$ cat src/rtl/fcfs_pkg.sv
package fcfs_pkg;

  localparam int SLOTS = 16;
  localparam int IW = $clog2(SLOTS);
  localparam int CW = $clog2(SLOTS + 1);

  typedef logic [IW-1:0] slot_t;

  localparam logic [1:0] ACT_ADD  = 2'd0;
  localparam logic [1:0] ACT_KILL = 2'd1;
  localparam logic [1:0] ACT_TICK = 2'd2;

  localparam logic [1:0] ST_READY   = 2'd0;
  localparam logic [1:0] ST_RUNNING = 2'd1;
  localparam logic [1:0] ST_WAITING = 2'd2;

  localparam logic [2:0] SOP_NOP     = 3'd0;
  localparam logic [2:0] SOP_ADD     = 3'd1;
  localparam logic [2:0] SOP_RUN     = 3'd2;
  localparam logic [2:0] SOP_IOSTART = 3'd3;
  localparam logic [2:0] SOP_FREE    = 3'd4;
  localparam logic [2:0] SOP_SETRDY  = 3'd5;
  localparam logic [2:0] SOP_SETRUN  = 3'd6;

  typedef struct packed {
    logic [2:0]  op;
    slot_t       idx;
    logic        io_dec;
    logic [15:0] pid;
    logic [15:0] burst;
    logic [15:0] iob;
    logic [15:0] iol;
  } slot_ctrl_t;

  typedef struct packed {
    logic  drop;
    logic  by_slot;
    slot_t pos;
    slot_t key;
    logic  push;
    slot_t push_slot;
  } q_ctrl_t;

endpackage

$ cat src/rtl/fcfs_qcell.sv
module fcfs_qcell (
  input  logic             clk,
  input  logic             rst_n,
  input  fcfs_pkg::q_ctrl_t ctrl,
  input  logic             hit_pos,
  input  logic             shift_in,
  input  logic             prev_valid,
  input  fcfs_pkg::slot_t  nxt_slot,
  input  logic             nxt_valid,
  output fcfs_pkg::slot_t  slot,
  output logic             valid,
  output logic             shift_out
);

  fcfs_pkg::slot_t slot_r;
  logic            valid_r;
  logic            hit;

  assign hit       = valid_r && (ctrl.by_slot ? (slot_r == ctrl.key) : hit_pos);
  assign shift_out = ctrl.drop && (shift_in || hit);
  assign slot      = slot_r;
  assign valid     = valid_r;

  always_ff @(posedge clk) begin
    if (!rst_n) begin
      valid_r <= 1'b0;
    end else if (shift_out) begin
      valid_r <= nxt_valid;
    end else if (ctrl.push && !valid_r && prev_valid) begin
      valid_r <= 1'b1;
    end
  end

  always_ff @(posedge clk) begin
    if (shift_out) begin
      slot_r <= nxt_slot;
    end else if (ctrl.push && !valid_r && prev_valid) begin
      slot_r <= ctrl.push_slot;
    end
  end

endmodule

$ cat src/rtl/fcfs_queue.sv
module fcfs_queue (
  input  logic                                     clk,
  input  logic                                     rst_n,
  input  fcfs_pkg::q_ctrl_t                         ctrl,
  output logic [fcfs_pkg::SLOTS-1:0][fcfs_pkg::IW-1:0] slots,
  output logic [fcfs_pkg::SLOTS-1:0]                 valids
);

  logic [fcfs_pkg::SLOTS:0] shift_c;

  assign shift_c[0] = 1'b0;

  for (genvar i = 0; i < fcfs_pkg::SLOTS; i++) begin : g_cell
    fcfs_pkg::slot_t ns;
    logic            nv;
    logic            pv;
    if (i == fcfs_pkg::SLOTS - 1) begin : g_last
      assign ns = '0;
      assign nv = 1'b0;
    end else begin : g_mid
      assign ns = slots[i+1];
      assign nv = valids[i+1];
    end
    if (i == 0) begin : g_first
      assign pv = 1'b1;
    end else begin : g_rest
      assign pv = valids[i-1];
    end
    fcfs_qcell u_cell (
      .clk        (clk),
      .rst_n      (rst_n),
      .ctrl       (ctrl),
      .hit_pos    (ctrl.pos == fcfs_pkg::slot_t'(i)),
      .shift_in   (shift_c[i]),
      .prev_valid (pv),
      .nxt_slot   (ns),
      .nxt_valid  (nv),
      .slot       (slots[i]),
      .valid      (valids[i]),
      .shift_out  (shift_c[i+1])
    );
  end

endmodule

$ cat src/rtl/fcfs_slot.sv
module fcfs_slot (
  input  logic                 clk,
  input  logic                 rst_n,
  input  fcfs_pkg::slot_t      my_idx,
  input  fcfs_pkg::slot_ctrl_t ctrl,
  output logic                 used,
  output logic [15:0]          pid,
  output logic [15:0]          burst,
  output logic [15:0]          cpu_left,
  output logic [15:0]          executed,
  output logic [15:0]          io_begin,
  output logic [15:0]          io_length,
  output logic [15:0]          io_left,
  output logic [1:0]           status
);

  logic        used_r;
  logic [15:0] pid_r, burst_r, cpu_r, exec_r, iob_r, iol_r, iolft_r;
  logic [1:0]  st_r;
  logic        sel;

  assign sel       = (ctrl.idx == my_idx);
  assign used      = used_r;
  assign pid       = pid_r;
  assign burst     = burst_r;
  assign cpu_left  = cpu_r;
  assign executed  = exec_r;
  assign io_begin  = iob_r;
  assign io_length = iol_r;
  assign io_left   = iolft_r;
  assign status    = st_r;

  always_ff @(posedge clk) begin
    if (!rst_n) begin
      used_r <= 1'b0;
    end else if (sel && ctrl.op == fcfs_pkg::SOP_ADD) begin
      used_r <= 1'b1;
    end else if (sel && ctrl.op == fcfs_pkg::SOP_FREE) begin
      used_r <= 1'b0;
    end
  end

  always_ff @(posedge clk) begin
    if (ctrl.io_dec && used_r && st_r == fcfs_pkg::ST_WAITING && iolft_r != 16'd0) begin
      iolft_r <= iolft_r - 16'd1;
    end
    if (sel) begin
      case (ctrl.op)
        fcfs_pkg::SOP_ADD: begin
          pid_r   <= ctrl.pid;
          burst_r <= ctrl.burst;
          cpu_r   <= ctrl.burst;
          exec_r  <= 16'd0;
          iob_r   <= ctrl.iob;
          iol_r   <= ctrl.iol;
          iolft_r <= 16'd0;
          st_r    <= fcfs_pkg::ST_READY;
        end
        fcfs_pkg::SOP_RUN: begin
          exec_r <= exec_r + 16'd1;
          if (cpu_r != 16'd0) begin
            cpu_r <= cpu_r - 16'd1;
          end
        end
        fcfs_pkg::SOP_IOSTART: begin
          iolft_r <= iol_r;
          st_r    <= fcfs_pkg::ST_WAITING;
        end
        fcfs_pkg::SOP_SETRDY: st_r <= fcfs_pkg::ST_READY;
        fcfs_pkg::SOP_SETRUN: st_r <= fcfs_pkg::ST_RUNNING;
        default: ;
      endcase
    end
  end

endmodule

$ cat src/rtl/fcfs_scheduler_with_io_and_kill.sv
// first-come-first-served scheduler, one i/o burst per process
// input channel (in_valid/in_ready): one beat is an add, a kill or a tick
// result channel (out_valid/out_ready): one beat per finished or killed process
// add and kill are taken in the idle state; a tick runs through the dispatch,
// run and check states and then a scan of the waiting queue: the walk down
// the waiting queue cells that returns finished i/o to the
// ready queue one slot per cycle
// a beat that makes a result then passes through a load step for the output
// register; the next input beat is taken right after, even while that result
// still waits for out_ready
// if the receiver stalls and a second result is due, the block holds in that
// load step until the output register frees
// reset (rst_n low, synchronous) empties the table and both queues, clears
// the running process and the tick counter, and drops any pending result
module fcfs_scheduler_with_io_and_kill (
  input  logic        clk,
  input  logic        rst_n,
  input  logic        in_valid,
  output logic        in_ready,
  input  logic [1:0]  in_action,
  input  logic [15:0] in_process_id,
  input  logic [15:0] in_cpu_burst,
  input  logic [15:0] in_io_start,
  input  logic [15:0] in_io_duration,
  output logic        out_valid,
  input  logic        out_ready,
  output logic [15:0] out_done_id,
  output logic [31:0] out_finish_time,
  output logic [31:0] out_wait_ticks,
  output logic        out_was_killed
);

  localparam int SLOTS = fcfs_pkg::SLOTS;
  localparam int CW = fcfs_pkg::CW;

  localparam logic [2:0] S_IDLE = 3'd0;
  localparam logic [2:0] S_DISP = 3'd1;
  localparam logic [2:0] S_RUN  = 3'd2;
  localparam logic [2:0] S_CHK  = 3'd3;
  localparam logic [2:0] S_SCAN = 3'd4;
  localparam logic [2:0] S_EMIT = 3'd5;

  logic [2:0]      state_r, state_nxt;
  logic [31:0]     tick_r, tick_nxt;
  logic            rv_r, rv_nxt;
  fcfs_pkg::slot_t run_r, run_nxt;
  logic [CW-1:0]   p_r, p_nxt;
  logic [15:0]     res_pid_r, res_pid_nxt;
  logic [31:0]     res_ft_r, res_ft_nxt;
  logic [31:0]     res_wt_r, res_wt_nxt;
  logic            res_k_r, res_k_nxt;
  logic            pend_r, pend_nxt;
  logic            ov_r;
  logic [15:0]     od_r;
  logic [31:0]     oft_r, owt_r;
  logic            ok_r;

  fcfs_pkg::slot_ctrl_t sc;
  fcfs_pkg::q_ctrl_t    rq, wq;

  logic [SLOTS-1:0]        used_v;
  logic [SLOTS-1:0][15:0]  pid_v, burst_v, cpu_v, exec_v, iob_v, iol_v, iolft_v;
  logic [SLOTS-1:0][1:0]   st_v;
  logic [SLOTS-1:0][fcfs_pkg::IW-1:0] rq_slots, wq_slots;
  logic [SLOTS-1:0]        rq_valids, wq_valids;

  for (genvar i = 0; i < SLOTS; i++) begin : g_slot
    fcfs_slot u_slot (
      .clk       (clk),
      .rst_n     (rst_n),
      .my_idx    (fcfs_pkg::slot_t'(i)),
      .ctrl      (sc),
      .used      (used_v[i]),
      .pid       (pid_v[i]),
      .burst     (burst_v[i]),
      .cpu_left  (cpu_v[i]),
      .executed  (exec_v[i]),
      .io_begin  (iob_v[i]),
      .io_length (iol_v[i]),
      .io_left   (iolft_v[i]),
      .status    (st_v[i])
    );
  end

  fcfs_queue u_ready (.clk(clk), .rst_n(rst_n), .ctrl(rq), .slots(rq_slots), .valids(rq_valids));
  fcfs_queue u_wait (.clk(clk), .rst_n(rst_n), .ctrl(wq), .slots(wq_slots), .valids(wq_valids));

  logic            dup, free_ok, k_ok;
  fcfs_pkg::slot_t free_idx, k_idx;

  always_comb begin
    dup      = 1'b0;
    free_ok  = 1'b0;
    free_idx = '0;
    k_ok     = 1'b0;
    k_idx    = '0;
    for (int i = 0; i < SLOTS; i++) begin
      if (used_v[i] && pid_v[i] == in_process_id) begin
        dup = 1'b1;
        if (!k_ok) begin
          k_ok  = 1'b1;
          k_idx = fcfs_pkg::slot_t'(i);
        end
      end
      if (!used_v[i] && !free_ok) begin
        free_ok  = 1'b1;
        free_idx = fcfs_pkg::slot_t'(i);
      end
    end
  end

  fcfs_pkg::slot_t pidx, wslot;
  logic            pvalid;
  logic [31:0]     ft1;
  logic            load;

  assign pidx   = p_r[fcfs_pkg::IW-1:0];
  assign pvalid = (p_r < CW'(SLOTS)) && wq_valids[pidx];
  assign wslot  = wq_slots[pidx];
  assign ft1    = tick_r + 32'd1;
  assign load   = (state_r == S_EMIT) && (!ov_r || out_ready);
  assign in_ready = (state_r == S_IDLE);

  always_comb begin
    state_nxt   = state_r;
    tick_nxt    = tick_r;
    rv_nxt      = rv_r;
    run_nxt     = run_r;
    p_nxt       = p_r;
    res_pid_nxt = res_pid_r;
    res_ft_nxt  = res_ft_r;
    res_wt_nxt  = res_wt_r;
    res_k_nxt   = res_k_r;
    pend_nxt    = pend_r;
    sc          = '0;
    rq          = '0;
    wq          = '0;
    sc.pid      = in_process_id;
    sc.burst    = in_cpu_burst;
    sc.iob      = in_io_start;
    sc.iol      = in_io_duration;
    unique case (state_r)
      S_IDLE: begin
        if (in_valid) begin
          unique case (in_action)
            fcfs_pkg::ACT_ADD: begin
              if (!dup && free_ok) begin
                sc.op        = fcfs_pkg::SOP_ADD;
                sc.idx       = free_idx;
                rq.push      = 1'b1;
                rq.push_slot = free_idx;
              end
            end
            fcfs_pkg::ACT_KILL: begin
              if (k_ok) begin
                sc.op  = fcfs_pkg::SOP_FREE;
                sc.idx = k_idx;
                if (rv_r && run_r == k_idx) begin
                  rv_nxt = 1'b0;
                end else if (st_v[k_idx] == fcfs_pkg::ST_WAITING) begin
                  wq.drop    = 1'b1;
                  wq.by_slot = 1'b1;
                  wq.key     = k_idx;
                end else begin
                  rq.drop    = 1'b1;
                  rq.by_slot = 1'b1;
                  rq.key     = k_idx;
                end
                res_pid_nxt = in_process_id;
                res_ft_nxt  = tick_r;
                res_wt_nxt  = 32'd0;
                res_k_nxt   = 1'b1;
                state_nxt   = S_EMIT;
              end
            end
            fcfs_pkg::ACT_TICK: begin
              pend_nxt  = 1'b0;
              state_nxt = S_DISP;
            end
            default: ;
          endcase
        end
      end
      S_DISP: begin
        if (!rv_r && rq_valids[0]) begin
          run_nxt = rq_slots[0];
          rv_nxt  = 1'b1;
          rq.drop = 1'b1;
          rq.pos  = '0;
          sc.op   = fcfs_pkg::SOP_SETRUN;
          sc.idx  = rq_slots[0];
        end
        state_nxt = S_RUN;
      end
      S_RUN: begin
        sc.io_dec = 1'b1;
        if (rv_r) begin
          sc.op  = fcfs_pkg::SOP_RUN;
          sc.idx = run_r;
        end
        state_nxt = S_CHK;
      end
      S_CHK: begin
        if (rv_r) begin
          if (cpu_v[run_r] != 16'd0 && exec_v[run_r] == iob_v[run_r]
              && iol_v[run_r] != 16'd0) begin
            sc.op        = fcfs_pkg::SOP_IOSTART;
            sc.idx       = run_r;
            wq.push      = 1'b1;
            wq.push_slot = run_r;
            rv_nxt       = 1'b0;
          end else if (cpu_v[run_r] == 16'd0) begin
            sc.op       = fcfs_pkg::SOP_FREE;
            sc.idx      = run_r;
            rv_nxt      = 1'b0;
            res_pid_nxt = pid_v[run_r];
            res_ft_nxt  = ft1;
            res_wt_nxt  = ft1 - {16'd0, burst_v[run_r]};
            res_k_nxt   = 1'b0;
            pend_nxt    = 1'b1;
          end
        end
        p_nxt     = '0;
        state_nxt = S_SCAN;
      end
      S_SCAN: begin
        if (pvalid) begin
          if (iolft_v[wslot] == 16'd0) begin
            wq.drop      = 1'b1;
            wq.pos       = pidx;
            rq.push      = 1'b1;
            rq.push_slot = wslot;
            sc.op        = fcfs_pkg::SOP_SETRDY;
            sc.idx       = wslot;
          end else begin
            p_nxt = p_r + CW'(1);
          end
        end else begin
          tick_nxt  = ft1;
          state_nxt = pend_r ? S_EMIT : S_IDLE;
        end
      end
      S_EMIT: begin
        if (load) begin
          state_nxt = S_IDLE;
        end
      end
      default: state_nxt = S_IDLE;
    endcase
  end

  always_ff @(posedge clk) begin
    if (!rst_n) begin
      state_r <= S_IDLE;
      tick_r  <= '0;
      rv_r    <= 1'b0;
      run_r   <= '0;
      pend_r  <= 1'b0;
      ov_r    <= 1'b0;
    end else begin
      state_r <= state_nxt;
      tick_r  <= tick_nxt;
      rv_r    <= rv_nxt;
      run_r   <= run_nxt;
      pend_r  <= pend_nxt;
      if (load) begin
        ov_r <= 1'b1;
      end else if (out_ready) begin
        ov_r <= 1'b0;
      end
    end
  end

  always_ff @(posedge clk) begin
    p_r       <= p_nxt;
    res_pid_r <= res_pid_nxt;
    res_ft_r  <= res_ft_nxt;
    res_wt_r  <= res_wt_nxt;
    res_k_r   <= res_k_nxt;
    if (load) begin
      od_r  <= res_pid_r;
      oft_r <= res_ft_r;
      owt_r <= res_wt_r;
      ok_r  <= res_k_r;
    end
  end

  assign out_valid       = ov_r;
  assign out_done_id     = od_r;
  assign out_finish_time = oft_r;
  assign out_wait_ticks  = owt_r;
  assign out_was_killed  = ok_r;

endmodule
$ cat config.mk
export PLATFORM = sky130hd
export DESIGN_NAME = fcfs_scheduler_with_io_and_kill
export DESIGN_NICKNAME = d
export VERILOG_FILES = /design/src/rtl/fcfs_pkg.sv /design/src/rtl/fcfs_qcell.sv /design/src/rtl/fcfs_queue.sv /design/src/rtl/fcfs_slot.sv /design/src/rtl/fcfs_scheduler_with_io_and_kill.sv
export SDC_FILE = /design/constraint.sdc
export NUM_CORES = 2
export LEC_CHECK = 0
export BUFFER_PORTS_ARGS = -buffer_cell sky130_fd_sc_hd__buf_2
export CAP_MARGIN = 0
export CORE_UTILIZATION = 55
export DETAILED_ROUTE_END_ITERATION = 6
export PLACE_DENSITY = 0.74
export SYNTH_ARGS = -nofsm -noshare
export SYNTH_HDL_FRONTEND = slang
export SYNTH_HIERARCHICAL = 1
export SYNTH_SLANG_ARGS = --single-unit
$ cat constraint.sdc
create_clock -name clk -period 15.1 [get_ports clk]
set_input_delay 0.755 -clock clk [delete_from_list [all_inputs] [get_ports clk]]
set_output_delay 0.755 -clock clk [all_outputs]
set_load 0.02 [all_outputs]
=== Word level (Yosys, flattened, before mapping) ===
Cells that the tools add are included.
W data, S select, Z words.

* Logic and storage cells: 1413
* Input port bits: 70
* Register bits: 2209
* Output and inout bits: 83

* Magnitude comparators: 5
* Add/subtract/negate cells: 51
* Bitwise operators: 2
* Multiplexer cells: 486
* Reductions and logical operators: 505
* Equal/unequal tests: 141

{| class="wikitable"
|+ Operators with widths
! cell !! number
|-
| $pmux W16 S2 || 49
|-
| $mux W16 || 61
|-
| $reduce_bool A16 Y1 || 34
|-
| $sub A16 B1 Y16 const B || 32
|-
| $mux W4 || 117
|-
| $bmux W16 S4 || 7
|-
| $mux W32 || 12
|-
| $eq A16 B16 Y1 || 17
|-
| $add A16 B1 Y16 const B || 16
|-
| $logic_and A1 B1 Y1 || 244
|-
| $mux W1 || 187
|-
| $eq A4 B4 Y1 || 33
|-
| $pmux W32 S2 || 2
|-
| $reduce_and A2 Y1 || 50
|-
| $reduce_bool A2 Y1 || 50
|-
| $eq A4 B4 Y1 const B || 16
|-
| $logic_not A1 Y1 || 64
|-
| $mux W7 || 8
|-
| $reduce_and A3 Y1 || 17
|-
| $mux W5 || 10
|-
| $ne A2 B1 Y1 const B || 20
|-
| $eq A2 B2 Y1 const B || 18
|-
| $pmux W7 S5 || 1
|-
| $add A32 B1 Y32 const B || 1
|-
| 39 further kinds || 124
|}

=== Logic depth before layout (Yosys ltp) ===
* Depth after elaboration: 85
* Mapped depth: 49
* Gate-level depth less buffers: 46

=== Hierarchy ===
The synthesis kept the hierarchy.

{| class="wikitable"
|+ By module, submodules not included
! module !! cells an instance !! area each (um2) !! times used !! sequential area each (um2)
|-
| fcfs_slot (g_slot[0].u_slot ...) || 381 || 4923.5 || 14 || 3283.1
|-
| fcfs_scheduler_with_io_and_kill || 2344 || 24853.8 || 1 || 5855.6
|-
| fcfs_qcell || 23 || 300.3 || 32 || 140.1
|-
| fcfs_slot (g_slot[9].u_slot) || 385 || 4929.7 || 1 || 3283.1
|-
| fcfs_slot (g_slot[8].u_slot) || 373 || 4817.1 || 1 || 3283.1
|-
| fcfs_queue || 38 || 354.1 || 2 || 0.0
|}

=== Least setup slack after synthesis ===
OpenSTA, ideal clock, no wires.

* Kind: input -> register
* Start point: input port in_process_id[7]
* End point: register u_ready.g_cell[15].u_cell.slot_r[1] (data pin)
* Setup time: 0.260 ns
* Path slack: 0.165 ns
* Cell stages on the path: 47
* Buffers on the path: 2
* Arrival time: 14.675 ns
* Data required time: 14.840 ns
* Path through: buf_2 xor2_1 or4b_4 or4_4 or2_0 a311o_1 a221o_1 nand2_2 buf_8 mux2i_1 a32oi_1 a31oi_1 a21oi_1 o21ai_0 nand4_1 o41ai_4 o21ai_0 o41ai_4 [... 11 more ...] o41ai_4 o21ai_0 o41ai_4 o21ai_0 o41ai_4 o21ai_0 o41ai_4 o21ai_0 o41ai_4 o21ai_0 o41ai_4 o21ai_0 o41ai_4 o21ai_0 o41ai_4 o21ai_0 o41ai_4 mux2_2

{| class="wikitable"
|+ RTL lines
! item !! line !! source
|-
| from (decl) || fcfs_scheduler_with_io_and_kill.sv:21 || <nowiki>input logic [15:0] in_process_id,</nowiki>
|-
| to (signal assigned) || fcfs_qcell.sv:36 || <nowiki>slot_r <= nxt_slot;</nowiki>
|-
| to (signal assigned) || fcfs_qcell.sv:38 || <nowiki>slot_r <= ctrl.push_slot;</nowiki>
|-
| to (decl) || fcfs_qcell.sv:15 || <nowiki>fcfs_pkg::slot_t slot_r;</nowiki>
|}

==> out/qor.txt <==
Fillcell total -> 15500
Clk slew on worst S/H paths -> 60 ps
Critical path data arrival time -> 14710 ps
Residual DRC count -> 12
Die area -> 0.209 mm^2
Failing checks -> DRC
Final hold slack -> 174 ps
First-pass iteration count of the detailed router -> 7
Fmax -> 70.9 MHz
PD cells -> 113 mW/mm^2
Most common cell on crit path -> o21ai_0
RSZ-0062 raised after global routing -> no
Share of cells above drive strength 1 -> 14.6%
Status -> finished, violations left
Post-CTS sizing -> 0
Maximum vdd drop -> 0.137 mV
Maximum capacitance violations -> 0
Startpoint Class -> register
Remaining antenna violation count -> 0
Overflow after GRT -> 0
Vias in the first global route -> 79700
Die Span Y -> 457 um
Final hold vios -> 0
Initial Utilization -> 55.5%
Routed len/inst -> 27.0 um
Total number of vias -> 83400
# nets final -> 9623
Die Wd -> 457 um
First-pass GRT wire length -> 497000 um
Slowest stage delay, CP -> 1060 ps
H-tree Lvls -> 4
Initial DRC Count -> 10800
CTS Buf Count -> 223
Synth Cell Area -> 0.114 mm^2
CTS tree -> done
Core area -> 0.205 mm^2
Row cnt -> 166
Fin crit period -> 14100 ps
Clock tree sinks -> 2209
Setup WS post-layout -> 997 ps
CP max stage cell -> edfxtp_1
Gate Count Post-Synth -> 9233
Detailed placement HPWL -> 221000 um
Leak pwr -> 39.9 nW
Slew headroom -> 21.3%
Largest net degree at the start of global routing -> 153
Synth Warn # -> 6
Clock skew -> 79.4 ps
Setup Buffers After CTS -> 0
CP required -> 15700 ps
Initial antenna violation count -> 15
Worst slew pin tran -> 1170 ps
Gr usage total -> 31.2%
I/O Pins -> 153
Root Driver -> clkbuf_16
Critical path type -> register to register
Final Util -> 61.3%
CTS Hold Buffers Added -> 0
PortBufs -> 152
GPL Wtd Cong -> 0.954
CP endpoint kind -> register
Clock latency on the worst-skew pair -> 910 ps
Crit-path max FO -> 19
HP Class -> primary input to register
Post-Place Setup Slack -> 582 ps
Clk buf depth -> 3
Routed vias/inst -> 6.76
Routed WL -> 333000 um
Tcrit/Tclk final -> 93.4%
Fin. max-slew vios -> 0
Syn_area_per_cell -> 12.3 um^2
Setup TNS -> 0 ps
Layout area overhead -> 10.5%
Final setup fails -> 0
==> path summary, 6_finish.rpt <==
check                                  start                                    endpoint  slack [ps]  cells after the start
setup / recovery        p_r[0]$_SDFFCE_PN0P_  u_wait/g_cell[15].u_cell/slot[0]$_DFFE_PP_        1000                     43
setup reg to reg        p_r[0]$_SDFFCE_PN0P_  u_wait/g_cell[15].u_cell/slot[0]$_DFFE_PP_        1000                     43
hold reg to reg   res_wt_r[30]$_SDFFCE_PN0P_                out_wait_ticks[30]$_DFFE_PP_         400                      0
hold / removal                     out_ready                      out_valid$_SDFFE_PN0P_         170                      3
==> flip-flops by register name (all words and copies together) (netlist names), 64 cells and up <==
register	cells
g_slot.u_slot/pid	256
g_slot.u_slot/io_begin	256
g_slot.u_slot/io_left	256
g_slot.u_slot/io_length	256
g_slot.u_slot/burst	256
u_wait/g_cell.u_cell/slot	64
u_ready/g_cell.u_cell/slot	64
g_slot.u_slot/executed	256
g_slot.u_slot/cpu_left	256
==> cell type report <==
type	instances	area, um^2	area share, %
inverter	229	862	0.686
clock inverter	150	1790	1.42
clock buffer	267	5820	4.63
sequential	2209	62900	50.0
tap	2688	3360	2.68
timing repair buffer	320	2080	1.66
antenna	8	20.0	0.0159
multi-input combinational	6471	48800	38.9
==> per-stage QoR <==
step / instance area (um^2) / std cells / total power, mW
after floorplan: 114000 / 9335 / 8.16
after global placement: 118000 / 11900 / 8.54
after detailed placement: 118000 / 11900 / 8.60
after CTS: 126000 / 12300 / 14.3
after global routing: 126000 / 12300 / 14.7
final: 126000 / 12300 / 14.2
==> power by group <==
group | total (mW) | switching, mW | internal [mW]
combinational | 1.09 | 0.673 | 0.419
sequential | 7.43 | 0.497 | 6.94
clock | 5.72 | 2.50 | 3.22
==> routing by layer <==
layer  share of wire, %  routed length (um)  vias up  global-route usage [%]
met5              0.012                  41        -                       0
met4                4.6               15500        6                    13.4
met3                9.5               31700      793                    5.34
met2                 47              157000     4456                    50.3
met1                 39              129000    41400                    41.7
li1                   -                   -    36800                       -
==> worst max-delay path, delay by kind of cell (launching register included) <==
kind             cells  cell delay (ps)
AO/OA/AOI/OAI       35             9600
flip-flops           1             1060
multiplexers         3             1770
AND/OR/NAND/NOR      5             1390
==> layout by cell type (no fill, tap or decap), types with 189 or more instances in the layout <==
cell	count
xor2_1	437
nand2_1	681
inv_1	226
mux4_2	348
a211oi_1	235
edfxtp_1	1863
a31oi_1	248
a21oi_1	189
nor3_1	219
o21ai_0	392
dfxtp_1	342
nor4_1	311
nor2_1	469
xnor2_1	449
nand3_1	353
clkbuf_16	224
nand4_1	298
(Power assumes the default switching activity.)
